[src/rtl/dsrt_pkg.sv]
// dsrt_pkg: shared types, state codes and the packet builder for the speed refresh table
// used by dsrt_cell and dcc_speed_refresh_table_top; depends on nothing

package dsrt_pkg;

   localparam logic [7:0] LONG_MARK      = 8'hC0;
   localparam logic [7:0] SPEED128_INSTR = 8'h3F;
   localparam logic [13:0] SHORT_LIMIT   = 14'd127;
   localparam logic [6:0] SPEED_MAX      = 7'd126;
   localparam logic [2:0] LONG_COUNT     = 3'd4;
   localparam logic [2:0] SHORT_COUNT    = 3'd3;

   localparam logic FUNC_SET_SPEED = 1'b0;
   localparam logic FUNC_REFRESH   = 1'b1;

   typedef struct packed {
      logic        func;
      logic [13:0] loco_address;
      logic [6:0]  speed_step;
      logic        forward;
   } req_type;

   typedef struct packed {
      logic [7:0] first_byte;
      logic [7:0] second_byte;
      logic [7:0] third_byte;
      logic [7:0] fourth_byte;
      logic [2:0] byte_count;
      logic       table_full;
   } rsp_type;

   typedef struct packed {
      logic [13:0] address;
      logic [6:0]  speed;
      logic        forward;
   } entry_type;

   typedef enum logic [1:0] {
      ST_IDLE,
      ST_SCAN,
      ST_WRITE,
      ST_EMIT
   } state_type;

   function automatic rsp_type build_packet(input logic [13:0] addr,
                                            input logic [6:0]  spd,
                                            input logic        fwd,
                                            input logic        full);
      rsp_type    pkt;
      logic [7:0] sb;
      sb = {fwd, spd + {6'd0, (spd != 7'd0)}};
      if (addr > SHORT_LIMIT) begin
         pkt.first_byte  = {2'b00, addr[13:8]} | LONG_MARK;
         pkt.second_byte = addr[7:0];
         pkt.third_byte  = SPEED128_INSTR;
         pkt.fourth_byte = sb;
         pkt.byte_count  = LONG_COUNT;
      end else begin
         pkt.first_byte  = addr[7:0];
         pkt.second_byte = SPEED128_INSTR;
         pkt.third_byte  = sb;
         pkt.fourth_byte = 8'd0;
         pkt.byte_count  = SHORT_COUNT;
      end
      pkt.table_full = full;
      return pkt;
   endfunction

endpackage

[src/rtl/dsrt_cell.sv]
// dsrt_cell: one table entry of the rotating ring, hands its entry to its neighbor on shift
// depends on dsrt_pkg (entry_type)

module dsrt_cell
   import dsrt_pkg::*;
(
   input  logic      clock,
   input  logic      reset,
   input  logic      shift_en,
   input  entry_type d_in,
   output entry_type q_out
);

   entry_type entry_ff;
   entry_type entry_in;

   always_comb begin
      entry_in = shift_en ? d_in : entry_ff;
   end

   always_ff @(posedge clock) begin
      if (reset) begin
         entry_ff <= '0;
      end else begin
         entry_ff <= entry_in;
      end
   end

   assign q_out = entry_ff;

endmodule

[src/rtl/dcc_speed_refresh_table_top.sv]
// dcc_speed_refresh_table_top: locomotive speed table with 128-step packet builder
// depends on dsrt_pkg and dsrt_cell (ring of table entries)
//
//   channel   ports                                 moves
//   request   req_valid  req_ready  req_payload     req_type: command or refresh tick
//   result    rsp_valid  rsp_ready  rsp_payload     rsp_type: packet bytes, count, full flag
//
// the table is a ring of TABLE_ENTRIES cells rotating one place a cycle while scanning or
// writing; the entry at cell 0 (the head) is the one examined, a head counter tracks its index
// set speed: accept, a scan of every entry, a write that rotates to the target entry, then emit
// (table full skips the write); refresh: accept, scan and emit, but an empty table
// gives no packet and skips the emit; the emit cycle holds while the last result still waits
// one request at a time; a new request is taken while the last result still waits
// synchronous reset clears the ring, the pointer and the control state

module dcc_speed_refresh_table_top
   import dsrt_pkg::*;
#(
   parameter int TABLE_ENTRIES = 16
)(
   input  logic    clock,
   input  logic    reset,
   input  logic    req_valid,
   output logic    req_ready,
   input  req_type req_payload,
   output logic    rsp_valid,
   input  logic    rsp_ready,
   output rsp_type rsp_payload
);

   localparam int IDXW = (TABLE_ENTRIES > 1) ? $clog2(TABLE_ENTRIES) : 1;
   localparam int PW   = $clog2(TABLE_ENTRIES + 1);
   localparam logic [IDXW-1:0] LAST_IDX = IDXW'(TABLE_ENTRIES - 1);
   localparam logic [PW-1:0]   PTR_END  = PW'(TABLE_ENTRIES);

   // ring of cells
   entry_type cell_q [TABLE_ENTRIES];
   entry_type tail_in;
   logic      shift_en;

   for (genvar gi = 0; gi < TABLE_ENTRIES; gi++) begin : g_ring
      entry_type d_in;
      if (gi == TABLE_ENTRIES - 1) begin : g_tail
         assign d_in = tail_in;
      end else begin : g_link
         assign d_in = cell_q[gi+1];
      end
      dsrt_cell u_cell (
         .clock    (clock),
         .reset    (reset),
         .shift_en (shift_en),
         .d_in     (d_in),
         .q_out    (cell_q[gi])
      );
   end

   // control state
   state_type       state_ff, state_in;
   logic [IDXW-1:0] head_ff, head_in;     // table index of the entry in cell 0
   logic [IDXW-1:0] cnt_ff, cnt_in;
   logic [PW-1:0]   ptr_ff, ptr_in;
   logic            rsp_valid_ff, rsp_valid_in;
   logic            match_found_ff, match_found_in;
   logic            empty_found_ff, empty_found_in;
   logic            hi_found_ff, hi_found_in;
   logic            any_found_ff, any_found_in;

   // payload state
   req_type         req_ff, req_in;
   rsp_type         pkt_ff, pkt_in;
   rsp_type         rsp_data_ff, rsp_data_in;
   logic [IDXW-1:0] match_idx_ff, match_idx_in;
   logic [IDXW-1:0] empty_idx_ff, empty_idx_in;
   logic [IDXW-1:0] slot_ff, slot_in;
   logic [IDXW-1:0] hi_idx_ff, hi_idx_in;
   logic [IDXW-1:0] any_idx_ff, any_idx_in;
   entry_type       hi_ent_ff, hi_ent_in;
   entry_type       any_ent_ff, any_ent_in;

   entry_type       head_ent;
   entry_type       new_ent;
   logic [PW-1:0]   scan_start;
   logic [PW-1:0]   head_wide;
   logic            occupied;
   logic            last_step;
   logic            rsp_free;

   assign head_ent   = cell_q[0];
   assign new_ent    = '{address: req_ff.loco_address,
                         speed:   req_ff.speed_step,
                         forward: req_ff.forward};
   // pointer at the end of the table means start from entry 0
   assign scan_start = (ptr_ff == PTR_END) ? '0 : ptr_ff;
   assign head_wide  = PW'(head_ff);
   assign occupied   = (head_ent.address != 14'd0);
   assign last_step  = (cnt_ff == LAST_IDX);
   assign rsp_free   = !rsp_valid_ff || rsp_ready;

   always_comb begin
      state_in       = state_ff;
      head_in        = head_ff;
      cnt_in         = cnt_ff;
      ptr_in         = ptr_ff;
      rsp_valid_in   = rsp_valid_ff && !rsp_ready;
      match_found_in = match_found_ff;
      empty_found_in = empty_found_ff;
      hi_found_in    = hi_found_ff;
      any_found_in   = any_found_ff;
      req_in         = req_ff;
      pkt_in         = pkt_ff;
      rsp_data_in    = rsp_data_ff;
      match_idx_in   = match_idx_ff;
      empty_idx_in   = empty_idx_ff;
      slot_in        = slot_ff;
      hi_idx_in      = hi_idx_ff;
      any_idx_in     = any_idx_ff;
      hi_ent_in      = hi_ent_ff;
      any_ent_in     = any_ent_ff;
      shift_en       = 1'b0;
      tail_in        = head_ent;
      req_ready      = (state_ff == ST_IDLE);

      unique case (state_ff)
         ST_IDLE: begin
            if (req_valid) begin
               req_in = req_payload;
               if (req_payload.speed_step > SPEED_MAX) begin
                  req_in.speed_step = SPEED_MAX;
               end
               match_found_in = 1'b0;
               empty_found_in = 1'b0;
               hi_found_in    = 1'b0;
               any_found_in   = 1'b0;
               cnt_in         = '0;
               state_in       = ST_SCAN;
            end
         end

         ST_SCAN: begin
            shift_en = 1'b1;
            head_in  = (head_ff == LAST_IDX) ? '0 : head_ff + 1'b1;
            cnt_in   = cnt_ff + 1'b1;
            // lowest index wins since the scan starts mid-table
            if (head_ent.address == req_ff.loco_address &&
                (!match_found_ff || head_ff < match_idx_ff)) begin
               match_found_in = 1'b1;
               match_idx_in   = head_ff;
            end
            if (!occupied && (!empty_found_ff || head_ff < empty_idx_ff)) begin
               empty_found_in = 1'b1;
               empty_idx_in   = head_ff;
            end
            if (occupied && head_wide >= scan_start &&
                (!hi_found_ff || head_ff < hi_idx_ff)) begin
               hi_found_in = 1'b1;
               hi_idx_in   = head_ff;
               hi_ent_in   = head_ent;
            end
            if (occupied && (!any_found_ff || head_ff < any_idx_ff)) begin
               any_found_in = 1'b1;
               any_idx_in   = head_ff;
               any_ent_in   = head_ent;
            end
            if (last_step) begin
               // scan results include this cycle's head entry
               if (req_ff.func == FUNC_SET_SPEED) begin
                  if (match_found_in || empty_found_in) begin
                     slot_in  = match_found_in ? match_idx_in : empty_idx_in;
                     pkt_in   = build_packet(req_ff.loco_address, req_ff.speed_step,
                                             req_ff.forward, 1'b0);
                     state_in = ST_WRITE;
                  end else begin
                     pkt_in   = build_packet(req_ff.loco_address, req_ff.speed_step,
                                             req_ff.forward, 1'b1);
                     state_in = ST_EMIT;
                  end
               end else if (hi_found_in) begin
                  pkt_in   = build_packet(hi_ent_in.address, hi_ent_in.speed,
                                          hi_ent_in.forward, 1'b0);
                  ptr_in   = PW'(hi_idx_in) + 1'b1;
                  state_in = ST_EMIT;
               end else if (any_found_in) begin
                  pkt_in   = build_packet(any_ent_in.address, any_ent_in.speed,
                                          any_ent_in.forward, 1'b0);
                  ptr_in   = PW'(any_idx_in) + 1'b1;
                  state_in = ST_EMIT;
               end else begin
                  // empty table: no packet
                  ptr_in   = PTR_END;
                  state_in = ST_IDLE;
               end
            end
         end

         ST_WRITE: begin
            // rotate until the target entry sits at the head, then replace it at the tail
            shift_en = 1'b1;
            head_in  = (head_ff == LAST_IDX) ? '0 : head_ff + 1'b1;
            if (head_ff == slot_ff) begin
               tail_in  = new_ent;
               ptr_in   = PW'(slot_ff);
               state_in = ST_EMIT;
            end
         end

         ST_EMIT: begin
            if (rsp_free) begin
               rsp_valid_in = 1'b1;
               rsp_data_in  = pkt_ff;
               state_in     = ST_IDLE;
            end
         end

         default: begin
            state_in = ST_IDLE;
         end
      endcase
   end

   always_ff @(posedge clock) begin
      if (reset) begin
         state_ff       <= ST_IDLE;
         head_ff        <= '0;
         cnt_ff         <= '0;
         ptr_ff         <= '0;
         rsp_valid_ff   <= 1'b0;
         match_found_ff <= 1'b0;
         empty_found_ff <= 1'b0;
         hi_found_ff    <= 1'b0;
         any_found_ff   <= 1'b0;
      end else begin
         state_ff       <= state_in;
         head_ff        <= head_in;
         cnt_ff         <= cnt_in;
         ptr_ff         <= ptr_in;
         rsp_valid_ff   <= rsp_valid_in;
         match_found_ff <= match_found_in;
         empty_found_ff <= empty_found_in;
         hi_found_ff    <= hi_found_in;
         any_found_ff   <= any_found_in;
      end
   end

   always_ff @(posedge clock) begin
      req_ff       <= req_in;
      pkt_ff       <= pkt_in;
      rsp_data_ff  <= rsp_data_in;
      match_idx_ff <= match_idx_in;
      empty_idx_ff <= empty_idx_in;
      slot_ff      <= slot_in;
      hi_idx_ff    <= hi_idx_in;
      any_idx_ff   <= any_idx_in;
      hi_ent_ff    <= hi_ent_in;
      any_ent_ff   <= any_ent_in;
   end

   assign rsp_valid   = rsp_valid_ff;
   assign rsp_payload = rsp_data_ff;

endmodule
[config.mk]
export PLATFORM = sky130hd
export DESIGN_NAME = dcc_speed_refresh_table_top
export DESIGN_NICKNAME = d
export VERILOG_FILES = /design/src/rtl/dsrt_pkg.sv /design/src/rtl/dsrt_cell.sv /design/src/rtl/dcc_speed_refresh_table_top.sv
export SDC_FILE = /design/constraint.sdc
export NUM_CORES = 1
export LEC_CHECK = 0
export ABC_AREA = 1
export BUFFER_PORTS_ARGS = -buffer_cell sky130_fd_sc_hd__buf_2
export CAP_MARGIN = 20
export CORE_MARGIN = 5
export CORE_UTILIZATION = 35
export DETAILED_ROUTE_END_ITERATION = 6
export SETUP_SLACK_MARGIN = 0.15
export SLEW_MARGIN = 10
export SYNTH_ARGS = -nofsm -noshare
export SYNTH_HDL_FRONTEND = slang
export SYNTH_SLANG_ARGS = --single-unit
[constraint.sdc]
create_clock -name clock -period 5.25 [get_ports clock]
set_clock_uncertainty 0.05 [all_clocks]
set_input_delay 0.525 -clock clock [delete_from_list [all_inputs] [get_ports clock]]
set_output_delay 0.525 -clock clock [all_outputs]
set_load 0.05 [all_outputs]
==> metrics.txt, run 1 <==
final hold viol count=0; DR vias=16,500; Leakage=10.6 nW; maximum VDD drop=0.529 mV; Post-Synth Adder-Cell Area=1.93%; complex-gate fraction of the synthesized area=13.9%; Slew Viols, Final=0; routed vias/inst=4.88; HP Start=req_payload[3]; shortest period the worst path allows=3.72 ns; Net Count, Synth=2,625; fraction of layout cells with a size suffix above 1=8.00%; fmax=269 MHz; Antenna diodes=0; R2R Setup Slk=1.53 ns; vias in the first global route=15,400; Post-Syn Area=21,400 um^2; DR DRC count=0; Mapped Cells=2,565; Port Buf Inserts=64; DIE AREA=66,100 um^2; CP Class=reg -> reg; met3 Resource Use GR=3.22%; WL per Instance=15.0 um; Avg Cell Area, Syn=8.33 um^2; Setup crit end kind=flop; met1 usage=21.4%; area leader, netlist=dfxtp_1; row count=90; GRT Overall Usage=14.8%; Final Instance Count excl. Fillers=3,382; Synth Area in XOR/XNOR=0.533%; unrepaired setup endpoints after global routing=false; global-route wire length before repair=82,200 um; CTS tree=built; cts repair resizes=0; Worst Setup SP=head_ff[0]; Die Width=257 um; clk root buf=clkbuf_16; mux contribution to synthesized area=0%; GPL Wtd Cong=0.882; core area=60,500 um^2; fillers=6,081; Synth Register Bits=529; io pins=65; relative slew slack=27.3%; largest net degree at the start of global routing=281; H-tree depth=2; Worst EP arrival=4.05 ns; Nets=2,615; placed cell count=3,266; initial antenna violation count=0; # Max-Cap Violations=0; DR iter-0 viols=1,261; Setup Fix Bufs, Post-CTS=0; setup TNS=0 ns; dpl cell area=22,200 um^2; CP Data Required Time=5.58 ns; largest family of logic cells by synthesized area=simple AND/OR/NAND/NOR gates; Area Overhead vs Synth=13.1%; worst hold path class=in -> reg; Cells on Worst Hold Path=1; Setup crit start kind=flop; clock latency on the worst-skew pair=0.64 ns; YS warnings=0; busiest grt layer=met2; Die H=257 um; post-synthesis cell type count=43; GR Layer Usage met2=22.3%; depth of the worst register-to-register path=21; CTS Buf Count=55; total gr overflow=0; simple-gate share of the synthesized area=20.2%; worst-margin pin slew=1.09 ns; Total Wirelength=50,800 um; critical path fanouts, max=17; Sink Count=529; clock tree buffer depth=3; Seq/Total Area, Yosys=56.9%; DPL Wire Length=31,700 um; Pwr Density=694 nW/um^2; Final Cell Area=24,200 um^2; Initial DRT Pass Iterations=5; Synth top area share=34.9%; Final ANT Viol Nets=0; Initial Util=35.3%; worst r2r src=head_ff[0]; clk slew on worst S/H paths=0.06 ns; outcome=complete, no violations; ranking of synthesized cells by area=dfxtp_1, edfxtp_1, nor2_1, o21ai_0, nand2_1; Setup-failing EPs final=0; post-route clock period utilization=70.9%
## final cells by class
class	count	area (um^2)	area share (%)
clock buffer	80	1600	6.62
clock inverter	22	235	0.973
inverter	199	763	3.16
multi-input combinational	1681	7850	32.5
sequential	529	12200	50.3
tap	782	978	4.05
timing repair buffer	89	581	2.40
## metrics by stage
| stage | worst slack [ns] | utilization (%) | power (W) | hold WS [ns] |
|---|---|---|---|---|
| after floorplan | 0.914 | - | 0.0112 | 0.350 |
| after global placement | 1.62 | 36.7 | 0.0129 | 0.355 |
| after detailed placement | 1.51 | 36.7 | 0.0129 | 0.356 |
| after CTS | 1.54 | 40.0 | 0.0169 | 0.0000971 |
| after global routing | 1.14 | 40.0 | 0.0182 | 0.00810 |
| final | 1.53 | 40.0 | 0.0168 | 0.0437 |
## routing by layer
metal	vias up	routed length [um]
met1	7707	24800
met2	335	22100
met5	-	0
met4	0	1260
met3	88	2680
li1	8368	-
## sequential cells by signal, summed over array words and instances, names as in the netlist, 4 cells and up, named ones only
signal               flops
g_ring.u_cell.q_out    352
hi_ent_ff               22
rsp_payload             35
head_ff                  4
hi_idx_ff                4
any_ent_ff              22
pkt_ff                  35
empty_idx_ff             4
ptr_ff                   5
new_ent                 22
match_idx_ff             4
any_idx_ff               4
slot_ff                  4
cnt_ff                   4
## Yosys cell counts
cell / count
nor2_1: 667
o21ai_0: 414
dfxtp_1: 372
nand2_1: 287
inv_1: 190
edfxtp_1: 157
clkbuf_1: 139
a21oi_1: 77
nand3_1: 47
ha_1: 33
nand4_1: 31
o211ai_1: 28
o21ai_1: 15
nor3_1: 11
xor2_1: 11
inv_2: 8
nand2_2: 7
a211oi_1: 6
buf_6: 6
a31oi_1: 5
buf_2: 5
o21a_1: 5
or2_2: 5
buf_1: 4
o21ai_2: 4
nand2_4: 3
nand3b_1: 3
nor2_2: 3
a21boi_0: 2
a21oi_4: 2
buf_4: 2
nor2_4: 2
nor4_1: 2
o2111ai_1: 2
xnor2_1: 2
a21oi_2: 1
and3b_1: 1
clkinv_2: 1
nand3_2: 1
nand3_4: 1
nor2_8: 1
o22ai_1: 1
o311ai_0: 1
## where the power goes
group          switching [W]  internal [W]  leakage, nW  total [W]
clock network        0.00166       0.00223        0.908    0.00389
registers           0.000578       0.00557         4.52    0.00615
logic                0.00480       0.00194         5.13    0.00674
## worst max-delay path, stage by stage, from the launching register on
cell and delay (ns):
dfxtp_1 0.50, inv_2 0.13, ha_1 0.30, inv_1 0.03
nand2_1 0.04, nand2_1 0.05, nand3b_1 0.07, nand2_1 0.05
nand2_1 0.43, nand3_2 0.32, o21ai_0 0.51, inv_1 0.09
ha_1 0.19, nand4_1 0.08, ha_1 0.21, nand3_1 0.09
nand2_1 0.09, nand2_1 0.07, nand2_1 0.06, nand2_1 0.05
nand2_1 0.05, nand2_1 0.05
## path summary, 6_finish.rpt
kind	endpoint
setup / recovery	pkt_ff[9]
hold / removal	new_ent[3]
setup reg to reg	pkt_ff[9]
hold reg to reg	rsp_payload[3]
## placed cells by master, fill, tap and decap left out, types with 11 or more instances in the layout
cell type      instances
o211ai_1              28
edfxtp_1             157
nand4_1               31
a21oi_1               76
clkbuf_8              13
inv_1                189
nand3_1               47
clkbuf_1              12
nand2_1              287
o21ai_1               15
ha_1                  31
dfxtp_1              372
o21ai_0              414
clkbuf_16             55
xor2_1                11
nor2_1               667
buf_2                 64
dlygate4sd3_1         14
clkinv_2              13
## cells by family (layout without fill, tap and decap cells)
kind of cell / Yosys count / in the layout
AO/OA/AOI/OAI: 563 / 563
flip-flops: 529 / 529
AND/OR/NAND/NOR: 1072 / 1072
buffers and inverters: 355 / 390
adder cells (fa/ha/maj): 33 / 33
XOR/XNOR: 13 / 13
## timing repair
item | in CTS | in global routing
hold endpoints to repair | 13 | 1
endpoints found under the setup margin | 0 | 0
hold buffers | 13 | 1
Note: power is estimated with default switching activity, not from simulation.
==> inputs of run 2 (changes only) <==
ABC_AREA = 0   (was 1)
clock period = 3.01 ns   (was 5.25 ns; I/O delays follow)
==> run 2 against run 1 <==
  * Combinational power fell by 49%
  * Final cell count shrank 14%
  * Non-clock buffer count up 145
  * Critical path type unchanged
  * Power rose by 9.6%
  * Register-to-register slack got worse by 1.8 ns
  * Critical path depth is 7 lower
  * Design area is 9.0% higher
  * The run now ends with negative setup slack left
  * First-iteration DRC count shrank 19%
==> metrics.txt, run 2 <==
outcome=finished with violations (was complete, no violations); failing checks=negative setup slack; WL per Instance=16.0 um (was 15.0 um); Die Width=257 um (about the same); most frequent cells in the layout=nor2_1, dfxtp_1, mux2i_1 (was nor2_1, o21ai_0, dfxtp_1); Seq/Total Area, Yosys=57.0% (was 56.9%); core area=60,400 um^2 (was 60,500 um^2); Setup-failing EPs final=10 (was 0); total gr overflow=0 (unchanged); initial antenna violation count=0 (unchanged); CTS tree=built (unchanged); area leader, netlist=dfxtp_1 (unchanged); global-route wire length before repair=74,800 um (was 82,200 um); clock latency on the worst-skew pair=0.61 ns (was 0.64 ns); Antenna diodes=0 (unchanged); FFs w/ async S/R, synth=0% (unchanged); total power=0.0184 W (was 0.0168 W); GPL Wtd Cong=0.879 (was 0.882); final core occ=43.6% (was 40.0%); shortest period the worst path allows=3.26 ns (was 3.72 ns); DR DRC count=0 (unchanged); clock tree buffer depth=3 (unchanged); ranking of synthesized cells by area=dfxtp_1, edfxtp_1, mux2i_1, nor2_1, mux2_2 (was dfxtp_1, edfxtp_1, nor2_1, o21ai_0, nand2_1); H-tree depth=2 (unchanged); Worst EP arrival=3.63 ns (was 4.05 ns); routed vias/inst=4.91 (was 4.88); Initial Util=35.3% (about the same); Die H=257 um (about the same); Post-Syn Area=21,300 um^2 (was 21,400 um^2); DR iter-0 viols=1,027 (was 1,261); relative slew slack=29.3% (was 27.3%); Total Wirelength=46,500 um (was 50,800 um); Final Cell Area=26,300 um^2 (was 24,200 um^2); # Max-Cap Violations=0 (unchanged); row count=90 (unchanged); GRT Overall Usage=13.6% (was 14.8%); maximum VDD drop=0.390 mV (was 0.529 mV); CP Class=reg -> reg (unchanged); worst hold path class=in -> reg (unchanged); clk root buf=clkbuf_16 (unchanged); Synth Register Bits=529 (unchanged); clk slew on worst S/H paths=0.07 ns (was 0.06 ns); Initial DRT Pass Iterations=5 (unchanged); post-route clock period utilization=108% (was 70.9%); io pins=65 (unchanged); final worst slack=-0.247 ns (was 1.53 ns); Nets=2,133 (was 2,615); final hold slack=0.0873 ns (was 0.0437 ns); Area Overhead vs Synth=23.5% (was 13.1%); most common cell after layout, fill and taps aside=nor2_1 (unchanged); final hold viol count=0 (unchanged); DPL Wire Length=30,500 um (was 31,700 um); Net Count, Synth=1,972 (was 2,625); Pwr Density=698 nW/um^2 (was 694 nW/um^2); fraction of layout cells with a size suffix above 1=21.0% (was 8.00%); DR vias=14,200 (was 16,500); critical path fanouts, max=8 (was 17); fmax=307 MHz (was 269 MHz); Sink Count=529 (unchanged); Synth top area share=34.9% (about the same); Port Buf Inserts=64 (unchanged); Final ANT Viol Nets=0 (unchanged); Mapped Cells=1,912 (was 2,565); Avg Cell Area, Syn=11.2 um^2 (was 8.33 um^2); Largest register FFs=352 (unchanged); largest net degree at the start of global routing=91 (was 281); Slew Viols, Final=0 (unchanged); Setup crit start kind=flop (unchanged); YS warnings=0 (unchanged); CP Data Required Time=3.38 ns (was 5.58 ns); worst-margin pin slew=1.06 ns (was 1.09 ns); Leakage=10.1 nW (was 10.6 nW); unrepaired setup endpoints after global routing=true (was false); post-synthesis cell type count=54 (was 43); synth cell count leaders=nor2_1, dfxtp_1, mux2i_1 (was nor2_1, o21ai_0, dfxtp_1); dpl cell area=23,200 um^2 (was 22,200 um^2); vias in the first global route=13,800 (was 15,400); Setup crit end kind=flop (unchanged); Top FF cell, synth=dfxtp_1 (unchanged); CTS Buf Count=55 (unchanged); Post-synth EDFFs=157 (unchanged); DIE AREA=66,000 um^2 (was 66,100 um^2); top-count cell post-synth=nor2_1 (unchanged)
-- run 2: timing repair --
item | 4_1_cts | 5_1_grt
gates resized for setup | 67 | 83
pin swaps | 13 | 11
buffers inserted | 16 | 15
setup endpoints to repair | 40 | 38
endpoints found under the hold margin | 24 | 0
hold buffers | 24 | 0
cloned | 0 | 2
-- run 2: critical path, cell delays in order, from the launching register on --
cell and delay (ns):
edfxtp_1 0.42, inv_2 0.10, ha_4 0.19, a21o_1 0.15
a211o_1 0.29, a211oi_4 0.27, buf_12 0.18, mux2i_1 0.23
and4_1 0.25, nand3_2 0.11, ha_4 0.19, nand3_2 0.06
mux2i_1 0.07, xor2_1 0.17, a222oi_1 0.31
-- run 2: cell type report --
| type | count | area (um^2) |
|---|---|---|
| Fill cell | 5543 | 34000 |
| Sequential cell | 529 | 12200 |
| Multi-Input combinational cell | 1197 | 9150 |
| Timing Repair Buffer | 234 | 1970 |
| Clock buffer | 79 | 1660 |
| Tap cell | 782 | 978 |
| Inverter | 56 | 215 |
| Clock inverter | 22 | 200 |
-- run 2: power by group --
group / total, W / switching, W / internal (W)
Sequential: 0.00810 / 0.000288 / 0.00781
Clock: 0.00685 / 0.00288 / 0.00397
Combinational: 0.00344 / 0.00183 / 0.00161
Total: 0.0184 / 0.00501 / 0.0134
-- run 2: path summary, 6_finish.rpt --
| path | start | end | slack, ns | cells after the start |
|---|---|---|---|---|
| worst min-delay path | reset | g_ring[0].u_cell.q_out[7] | 0.09 | 2 |
| worst min register to register | pkt_ff[0] | rsp_payload[0] | 0.36 | 0 |
| worst max register to register | hi_idx_ff[1] | pkt_ff[15] | -0.25 | 14 |
| worst max-delay path | hi_idx_ff[1] | pkt_ff[15] | -0.25 | 14 |
-- run 2: kinds of logic (layout without fill, tap and decap cells) --
family,count (synthesis),after routing,share of synthesized area [%]
fa+ha+maj,33,33,1.94
xor+xnor,39,39,1.60
mux,416,416,19.8
compound gates,154,154,5.23
flops,529,529,57.0
buf+inv,186,391,3.42
simple gates,555,555,11.0
-- run 2: routing by layer --
metal	global-route usage (%)	vias to the layer above	wire length, um
li1	-	7044	-
met4	4.35	0	1380
met2	21.3	300	20700
met3	2.99	99	2300
met1	18.8	6789	22100
met5	0	-	0
-- run 2: through the flow --
stage	worst slack (ns)	TNS, ns	std cells
after detailed placement	-0.432	-2.88	2741
final	-0.247	-1.53	2899
after global routing	-0.425	-3.35	2899
after CTS	-0.234	-1.05	2882
after global placement	-0.271	-1.45	2741
after floorplan	-0.424	-2.76	1912
